`src/hdl/lodc_pkg.sv`:
```
package lodc_pkg;

  // input word: one acquire or release
  typedef struct packed {
    logic       mode;
    logic [4:0] lock_id;
  } in_word_t;

  // result word
  typedef struct packed {
    logic [2:0] status;
    logic [4:0] held_count;
  } out_word_t;

  localparam logic MODE_ACQUIRE = 1'b0;
  localparam logic MODE_RELEASE = 1'b1;

  typedef enum logic [2:0] {
    STS_OK          = 3'd0,
    STS_DEADLOCK    = 3'd1,
    STS_REL_EMPTY   = 3'd2,
    STS_REL_NOT_TOP = 3'd3,
    STS_OVERFLOW    = 3'd4
  } status_t;

  typedef enum logic [1:0] {
    ACT_NONE,
    ACT_PUSH,
    ACT_POP
  } act_t;

  typedef enum logic [2:0] {
    S_IDLE,
    S_LOAD,
    S_EDGE,
    S_WALK,
    S_FINISH
  } state_t;

  // controller -> datapath
  typedef struct packed {
    logic    capture;
    logic    add_edge;
    logic    walk_step;
    logic    walk_end;
    logic    undo_edge;
    logic    commit;
    act_t    act;
    status_t sts;
  } dp_cmd_t;

  // datapath -> controller
  typedef struct packed {
    logic is_release;
    logic ptr_zero;
    logic ptr_full;
    logic top_eq;
    logic edge_ok;
    logic edge_known;
    logic walk_done;
    logic cycle;
  } dp_sts_t;

endpackage

```
`src/hdl/lodc_ctrl.sv`:
```
module lodc_ctrl (
  input  logic              clk,
  input  logic              rst_n,
  input  logic              in_valid,
  output logic              in_stall,
  output logic              out_valid,
  input  logic              out_stall,
  output lodc_pkg::dp_cmd_t cmd,
  input  lodc_pkg::dp_sts_t sts
);

  lodc_pkg::state_t  state_r, state_nxt;
  lodc_pkg::status_t res_r, res_nxt;
  lodc_pkg::act_t    act_r, act_nxt;
  logic              out_valid_r, out_valid_nxt;
  logic              out_free;

  assign out_free  = !out_valid_r || !out_stall;
  assign in_stall  = (state_r != lodc_pkg::S_IDLE);
  assign out_valid = out_valid_r;

  // state and decision registers
  always_ff @(posedge clk) begin
    if (!rst_n) begin
      state_r     <= lodc_pkg::S_IDLE;
      res_r       <= lodc_pkg::STS_OK;
      act_r       <= lodc_pkg::ACT_NONE;
      out_valid_r <= 1'b0;
    end else begin
      state_r     <= state_nxt;
      res_r       <= res_nxt;
      act_r       <= act_nxt;
      out_valid_r <= out_valid_nxt;
    end
  end

  // next state and commands
  always_comb begin
    state_nxt     = state_r;
    res_nxt       = res_r;
    act_nxt       = act_r;
    out_valid_nxt = out_valid_r;
    cmd           = '0;
    cmd.act       = act_r;
    cmd.sts       = res_r;

    // result word leaves when taken
    if (out_valid_r && !out_stall) begin
      out_valid_nxt = 1'b0;
    end

    case (state_r)
      lodc_pkg::S_IDLE: begin
        if (in_valid) begin
          cmd.capture = 1'b1;
          state_nxt   = lodc_pkg::S_LOAD;
        end
      end
      lodc_pkg::S_LOAD: begin
        state_nxt = lodc_pkg::S_FINISH;
        if (sts.is_release) begin
          if (sts.ptr_zero) begin
            res_nxt = lodc_pkg::STS_REL_EMPTY;
            act_nxt = lodc_pkg::ACT_NONE;
          end else if (!sts.top_eq) begin
            res_nxt = lodc_pkg::STS_REL_NOT_TOP;
            act_nxt = lodc_pkg::ACT_NONE;
          end else begin
            res_nxt = lodc_pkg::STS_OK;
            act_nxt = lodc_pkg::ACT_POP;
          end
        end else if (!sts.ptr_zero && !sts.top_eq && sts.edge_ok) begin
          state_nxt = lodc_pkg::S_EDGE;
        end else if (sts.ptr_full) begin
          res_nxt = lodc_pkg::STS_OVERFLOW;
          act_nxt = lodc_pkg::ACT_NONE;
        end else begin
          res_nxt = lodc_pkg::STS_OK;
          act_nxt = lodc_pkg::ACT_PUSH;
        end
      end
      lodc_pkg::S_EDGE: begin
        if (sts.edge_known) begin
          state_nxt = lodc_pkg::S_FINISH;
          res_nxt   = sts.ptr_full ? lodc_pkg::STS_OVERFLOW : lodc_pkg::STS_OK;
          act_nxt   = sts.ptr_full ? lodc_pkg::ACT_NONE : lodc_pkg::ACT_PUSH;
        end else begin
          cmd.add_edge = 1'b1;
          state_nxt    = lodc_pkg::S_WALK;
        end
      end
      lodc_pkg::S_WALK: begin
        if (sts.walk_done) begin
          cmd.walk_end = 1'b1;
          state_nxt    = lodc_pkg::S_FINISH;
          if (sts.cycle) begin
            cmd.undo_edge = 1'b1;
            res_nxt       = lodc_pkg::STS_DEADLOCK;
            act_nxt       = lodc_pkg::ACT_NONE;
          end else begin
            res_nxt = sts.ptr_full ? lodc_pkg::STS_OVERFLOW : lodc_pkg::STS_OK;
            act_nxt = sts.ptr_full ? lodc_pkg::ACT_NONE : lodc_pkg::ACT_PUSH;
          end
        end else begin
          cmd.walk_step = 1'b1;
        end
      end
      lodc_pkg::S_FINISH: begin
        // wait for a free output register, then commit and emit
        if (out_free) begin
          cmd.commit    = 1'b1;
          out_valid_nxt = 1'b1;
          state_nxt     = lodc_pkg::S_IDLE;
        end
      end
      default: begin
        state_nxt = lodc_pkg::S_IDLE;
      end
    endcase
  end

endmodule

```
`src/hdl/lodc_dp.sv`:
```
module lodc_dp #(
  parameter int MAX_LOCKS   = 32,
  parameter int STACK_DEPTH = 16
) (
  input  logic                clk,
  input  logic                rst_n,
  input  lodc_pkg::in_word_t  in_word,
  output lodc_pkg::out_word_t out_word,
  input  lodc_pkg::dp_cmd_t   cmd,
  output lodc_pkg::dp_sts_t   sts
);

  localparam int LW = $clog2(MAX_LOCKS);
  localparam int SW = $clog2(STACK_DEPTH);
  localparam int PW = $clog2(STACK_DEPTH + 1);

  // edge matrix: one row per source lock, valid bit per row
  logic [MAX_LOCKS-1:0] row_mem [MAX_LOCKS];
  logic [MAX_LOCKS-1:0] row_vld_r;
  logic [MAX_LOCKS-1:0] row_q;
  logic                 row_vld_q;

  // held-lock stack
  logic [4:0]           stk_mem [STACK_DEPTH];
  logic [4:0]           top_q;
  logic [PW-1:0]        ptr_r, ptr_nxt;

  lodc_pkg::in_word_t   item_r;
  lodc_pkg::out_word_t  out_word_r;

  // walk state
  logic [MAX_LOCKS-1:0] seen_r, done_r, edge_row_r;
  logic                 pend_r;

  logic [MAX_LOCKS-1:0] row_cur, seen_now, cand, id_bit, pick_bit;
  logic [LW-1:0]        top_idx, id_idx, pick, rd_addr;
  logic                 row_we;
  logic [MAX_LOCKS-1:0] row_wd;

  assign top_idx  = LW'(top_q);
  assign id_idx   = LW'(item_r.lock_id);
  assign id_bit   = MAX_LOCKS'(1) << id_idx;
  assign pick_bit = MAX_LOCKS'(1) << pick;

  assign row_cur  = row_vld_q ? row_q : '0;
  assign seen_now = seen_r | (pend_r ? row_cur : '0);
  assign cand     = seen_now & ~done_r;

  // lowest pending lock in the reached set
  always_comb begin
    pick = '0;
    for (int i = MAX_LOCKS - 1; i >= 0; i--) begin
      if (cand[i]) begin
        pick = LW'(i);
      end
    end
  end

  assign rd_addr = cmd.walk_step ? pick : top_idx;
  assign row_we  = cmd.add_edge || cmd.undo_edge;
  assign row_wd  = cmd.add_edge ? (row_cur | id_bit) : edge_row_r;

  // status to controller
  assign sts.is_release = (item_r.mode == lodc_pkg::MODE_RELEASE);
  assign sts.ptr_zero   = (ptr_r == '0);
  assign sts.ptr_full   = (32'(ptr_r) >= STACK_DEPTH);
  assign sts.top_eq     = (top_q == item_r.lock_id);
  assign sts.edge_ok    = (32'(top_q) < MAX_LOCKS) && (32'(item_r.lock_id) < MAX_LOCKS);
  assign sts.edge_known = row_cur[id_idx];
  assign sts.walk_done  = (cand == '0);
  assign sts.cycle      = seen_now[top_idx];

  // edge matrix port: one write, one registered read
  always_ff @(posedge clk) begin
    if (row_we) begin
      row_mem[top_idx] <= row_wd;
    end
    row_q <= row_mem[rd_addr];
  end

  always_ff @(posedge clk) begin
    if (!rst_n) begin
      row_vld_r <= '0;
      row_vld_q <= 1'b0;
    end else begin
      if (row_we) begin
        row_vld_r[top_idx] <= 1'b1;
      end
      row_vld_q <= row_vld_r[rd_addr];
    end
  end

  // stack: top read every cycle, push on commit
  always_ff @(posedge clk) begin
    if (cmd.commit && (cmd.act == lodc_pkg::ACT_PUSH)) begin
      stk_mem[SW'(ptr_r)] <= item_r.lock_id;
    end
    top_q <= stk_mem[SW'(ptr_r - PW'(1))];
  end

  always_comb begin
    ptr_nxt = ptr_r;
    case (cmd.act)
      lodc_pkg::ACT_PUSH: ptr_nxt = ptr_r + PW'(1);
      lodc_pkg::ACT_POP:  ptr_nxt = ptr_r - PW'(1);
      default:            ptr_nxt = ptr_r;
    endcase
  end

  always_ff @(posedge clk) begin
    if (!rst_n) begin
      ptr_r  <= '0;
      seen_r <= '0;
    end else begin
      if (cmd.commit) begin
        ptr_r <= ptr_nxt;
      end
      if (cmd.add_edge) begin
        seen_r <= id_bit;
      end else if (cmd.walk_step || cmd.walk_end) begin
        seen_r <= seen_now;
      end
    end
  end

  // item, walk bookkeeping and result word
  always_ff @(posedge clk) begin
    if (cmd.capture) begin
      item_r <= in_word;
    end
    if (cmd.add_edge) begin
      edge_row_r <= row_cur;
      done_r     <= '0;
      pend_r     <= 1'b0;
    end else if (cmd.walk_step) begin
      done_r <= done_r | pick_bit;
      pend_r <= 1'b1;
    end
    if (cmd.commit) begin
      out_word_r.status     <= 3'(cmd.sts);
      out_word_r.held_count <= 5'(ptr_nxt);
    end
  end

  assign out_word = out_word_r;

endmodule

```
`src/hdl/lock_order_deadlock_checker_core.sv`:
```
// Channel  Ports                          Word
// -------  -----------------------------  --------------------------------
// input    in_valid, in_stall, in_word    mode, lock_id
// result   out_valid, out_stall, out_word status, held_count
//
// One item at a time: a release, or an acquire on an empty stack or of the top
// lock, passes accept, decode and commit; any other acquire adds a row read in
// the edge state, and a new edge adds a walk that visits each reached row in turn
// and a closing step, all through the single read port of the edge matrix.
// Synchronous reset; edge matrix rows are cleared at once by row valid bits.
// The next item is taken while a result waits; its commit waits for a free slot.
module lock_order_deadlock_checker_core #(
  parameter int MAX_LOCKS   = 32,
  parameter int STACK_DEPTH = 16
) (
  input  logic                clk,
  input  logic                rst_n,
  input  logic                in_valid,
  output logic                in_stall,
  input  lodc_pkg::in_word_t  in_word,
  output logic                out_valid,
  input  logic                out_stall,
  output lodc_pkg::out_word_t out_word
);

  lodc_pkg::dp_cmd_t cmd;
  lodc_pkg::dp_sts_t sts;

  lodc_ctrl u_ctrl (
    .clk       (clk),
    .rst_n     (rst_n),
    .in_valid  (in_valid),
    .in_stall  (in_stall),
    .out_valid (out_valid),
    .out_stall (out_stall),
    .cmd       (cmd),
    .sts       (sts)
  );

  lodc_dp #(
    .MAX_LOCKS   (MAX_LOCKS),
    .STACK_DEPTH (STACK_DEPTH)
  ) u_dp (
    .clk      (clk),
    .rst_n    (rst_n),
    .in_word  (in_word),
    .out_word (out_word),
    .cmd      (cmd),
    .sts      (sts)
  );

`ifndef NO_ASSERTIONS
  // one item in flight: an accept closes the input side
  a_one_item: assert property (@(posedge clk) disable iff (!rst_n)
    (in_valid && !in_stall) |=> in_stall)
    else $error("input accepted while an item is in flight");

  // stack count never beyond its depth
  a_count_range: assert property (@(posedge clk) disable iff (!rst_n)
    out_valid |-> (32'(out_word.held_count) <= STACK_DEPTH))
    else $error("held count beyond stack depth");

  // release on empty leaves an empty stack
  a_empty_release: assert property (@(posedge clk) disable iff (!rst_n)
    (out_valid && (out_word.status == 3'(lodc_pkg::STS_REL_EMPTY)))
      |-> (out_word.held_count == '0))
    else $error("release on empty with nonzero count");

  // overflow only with a full stack
  a_overflow_full: assert property (@(posedge clk) disable iff (!rst_n)
    (out_valid && (out_word.status == 3'(lodc_pkg::STS_OVERFLOW)))
      |-> (out_word.held_count == 5'(STACK_DEPTH)))
    else $error("overflow reported with a stack that is not full");
`endif

endmodule

```
`config.mk`:
```
export PLATFORM = sky130hd
export DESIGN_NAME = lock_order_deadlock_checker_core
export DESIGN_NICKNAME = d
export VERILOG_FILES = /design/src/hdl/lodc_pkg.sv /design/src/hdl/lodc_ctrl.sv /design/src/hdl/lodc_dp.sv /design/src/hdl/lock_order_deadlock_checker_core.sv
export SDC_FILE = /design/constraint.sdc
export NUM_CORES = 2
export LEC_CHECK = 0
export ABC_AREA = 1
export BUFFER_PORTS_ARGS = -buffer_cell sky130_fd_sc_hd__buf_4
export CAP_MARGIN = 0
export CORE_UTILIZATION = 40
export DETAILED_ROUTE_END_ITERATION = 7
export PLACE_DENSITY = 0.63
export SLEW_MARGIN = 40
export SYNTH_ARGS = -nofsm -noshare
export SYNTH_HDL_FRONTEND = slang
export SYNTH_SLANG_ARGS = --single-unit
```
`constraint.sdc`:
```
create_clock -name clk -period 12.2 [get_ports clk]
set_input_delay 0.61 -clock clk [delete_from_list [all_inputs] [get_ports clk]]
set_output_delay 0.61 -clock clk [all_outputs]
set_load 0.01 [all_outputs]
```
==> out/metrics.yaml <==
status: "finished clean"
cellLeakagePower_uw: 0.0229
cts_root_buf: "clkbuf_16"
portBuffers: 19
reg2reg_depth: 23
dp_hpwl_mm: 82.6
fin_skew_ns: 0.0267
async_flop_share: 0
fin_crit_ns: 6.21
synth_seq_area_share: 0.691
synth_seq_cells: 1299
path_cells: "buf_4 -> nand2_1 -> o21bai_1 -> nand2_1 -> nand2_1 -> nor2_1 -> nand2_1 -> nor2_1 -> inv_2 -> nor3_2 -> nor2_2 -> nand3_4 -> nand2_8 -> buf_12 -> buf_16 -> buf_4 -> nand2_1 -> o211ai_1 -> nand3_1 -> nand3_1 -> nand2_1 -> nand2_1 -> nand2_1"
drtAntennaViolNets: 0
hold_viol_final: 0
grt_pass1_wl_mm: 227
num_vias: 37300
cp_slowest_cell: "buf_4"
setup_viol: 0
grt_use_total: 0.222
avgSynthCellArea_um2: 11.0
crit_type: "register to register"
cts_sinks: 1299
ys_warn_count: 0
drt-total-wl_mm: 154
cts_tree: "built"
final_common_cell: "edfxtp_1"
drive_gt1_frac: 0.0796
ir_worst_vdd_uv: 197
yosysUniqueCellTypes: 43
syn_to_final_growth_pct: 12.9
post_drt_wl_per_cell_um: 22.6
slew_headroom: 0.363
clock_latency_ns: 0.75
antenna_found_initial: 4
fp.dieH_um: 370
chipWidth_um: 370
critical_path_arrival_ns: 6.83
fmax_mhz: 161
cts.clk_slew.worst_paths_ns: 0.06
gp_congestion: 0.877
drt-pass1-iter-count: 6
syn_area_um2: 54300
tightest_slew_ns: 0.953
cpPeakStageDelay_ns: 0.67
cts_buffer_depth: 3
first_global_vias: 34800
syn_inst: 4939
rows: 134
finalSetupTns_ns: 0
final_cell_mix: "edfxtp_1, nand2_1, nand3_1, inv_1, o211ai_1"
hold_class: "input port to register"
power_density_nw_per_um2: 210
cpMostUsedCell: "nand2_1"
synth_fp_nets: 4955
max_cap_violations: 0
synth-edff-count: 1150
post_cts_buffers: 0
crit_fanout: 88
h-tree-depth: 4
setup_ws_ns: 5.99
cp.required_ns: 12.82
post-route-drc-count: 0
nNetsFinal: 4938
start_util: 0.405
finalCritPeriodShare: 0.509
overflow: 0
synth_flop_cell: "edfxtp_1"
slew_violations: 0
pin_count: 20
vias_per_cell: 5.49
numCtsBuffers: 134
grt_max_degree: 114
drtIter0Drc: 4520
start_kind: "register"
end_kind: "register"
dp_slack_ns: 6.02
coreArea_um2: 134000
dieArea_um2: 137000
rsz0062_at_grt: "no"
hold_depth: 1
fillers: 12100
[cells in the mapped netlist, types with 16 or more instances]
library cell | instances | area share
buf_2 | 85 | 0.0078
o21ai_1 | 43 | 0.0040
nand3_1 | 561 | 0.052
o21ai_0 | 234 | 0.022
o211ai_1 | 260 | 0.036
buf_1 | 32 | 0.0022
o32ai_1 | 16 | 0.0026
edfxtp_1 | 1150 | 0.64
o21bai_1 | 28 | 0.0039
clkbuf_1 | 163 | 0.011
dfxtp_1 | 149 | 0.055
nor2_1 | 234 | 0.016
nor3_1 | 36 | 0.0033
o22ai_1 | 18 | 0.0021
a21oi_1 | 247 | 0.023
inv_2 | 18 | 0.0012
inv_1 | 517 | 0.036
nand2_1 | 1057 | 0.073
[logic make-up (layout without fill, tap and decap cells)]
group / Yosys count / after routing / synth area share
xor gates and xnor gates: 3 / 3 / 0.000484
buffers and inverters: 842 / 929 / 0.0620
AOI/OAI and AO/OA: 883 / 883 / 0.0984
DFF: 1299 / 1299 / 0.691
muxes: 5 / 5 / 0.000922
and+or+nand+nor: 1901 / 1901 / 0.146
adders and majority gates: 6 / 6 / 0.00138
other: 0 / 2 / 0
[registers in the layout, indices dropped and copies added, names as in the netlist, 2 cells and up]
name,flops
u_dp.row_mem,1024
u_dp.stk_mem,80
u_dp.done_r,32
u_dp.edge_row_r,32
u_dp.row_q,32
u_dp.row_vld_r,32
u_dp.seen_r,32
u_dp.out_word,8
u_dp.id_idx,5
u_dp.ptr_r,5
u_dp.top_idx,5
u_ctrl.res_r,3
u_ctrl.state_r,3
u_ctrl.act_r,2
[path summary, 6_finish.rpt]
| check | startpoint | to | slack [ns] |
|---|---|---|---|
| min | in_word[3] | u_dp.id_idx[3] | 0.04 |
| min reg2reg | u_ctrl.res_r[0] | u_dp.out_word[5] | 0.44 |
| max reg2reg | u_dp.row_vld_q | u_dp.row_q[0] | 5.99 |
| max | u_dp.row_vld_q | u_dp.row_q[0] | 5.99 |
[worst max-delay path, delay by kind of cell (launching register included)]
kind	cells	cell delay (ns)
flops	1	0.31
buf+inv	5	1.79
simple gates	16	3.16
compound gates	2	0.72
[per-stage QoR]
step / total power [uW] / util / instance area, um2 / cells / hold slack (ns)
after floorplan: 7820 / - / 54300 / 4939 / 0.403
after global placement: 8870 / 0.421 / 56500 / 6526 / 0.426
after detailed placement: 8960 / 0.425 / 57000 / 6547 / 0.426
after CTS: 12900 / 0.456 / 61200 / 6791 / 0.00148
after global routing: 13500 / 0.457 / 61300 / 6794 / 0.0131
final: 12900 / 0.457 / 61300 / 6796 / 0.0424
[routing by layer]
layer,vias up,global-route usage,share of wire
li1,17200,-,-
met1,18200,0.305,0.42
met2,1602,0.351,0.46
met3,307,0.0404,0.085
met4,0,0.0843,0.036
met5,-,0,0
[final cells by class]
class                           instances  area [um2]  share of cell area
Sequential cell                      1299       37500               0.612
Inverter                              542        2050              0.0334
Timing Repair Buffer                  147        1510              0.0247
Tap cell                             1768        2210              0.0361
Clock buffer                          183        3680              0.0601
Multi-Input combinational cell       2798       13800               0.225
Clock inverter                         57         502             0.00819
Antenna cell                            2        5.00           0.0000817
[what timing repair did]
item | CTS | global route
hold endpoints to repair | 4 | 0
gates resized for setup | 0 | 0
hold buffers | 4 | 0
setup endpoints to repair | 0 | 0
[power by group]
part	internal, uW	total, uW	leakage, uW	switching (uW)
Combinational	1100	3830	0.00932	2730
Sequential	4990	5100	0.0116	118
Clock	2270	3950	0.00205	1690
No activity file was read; power rests on OpenSTA's default activity.
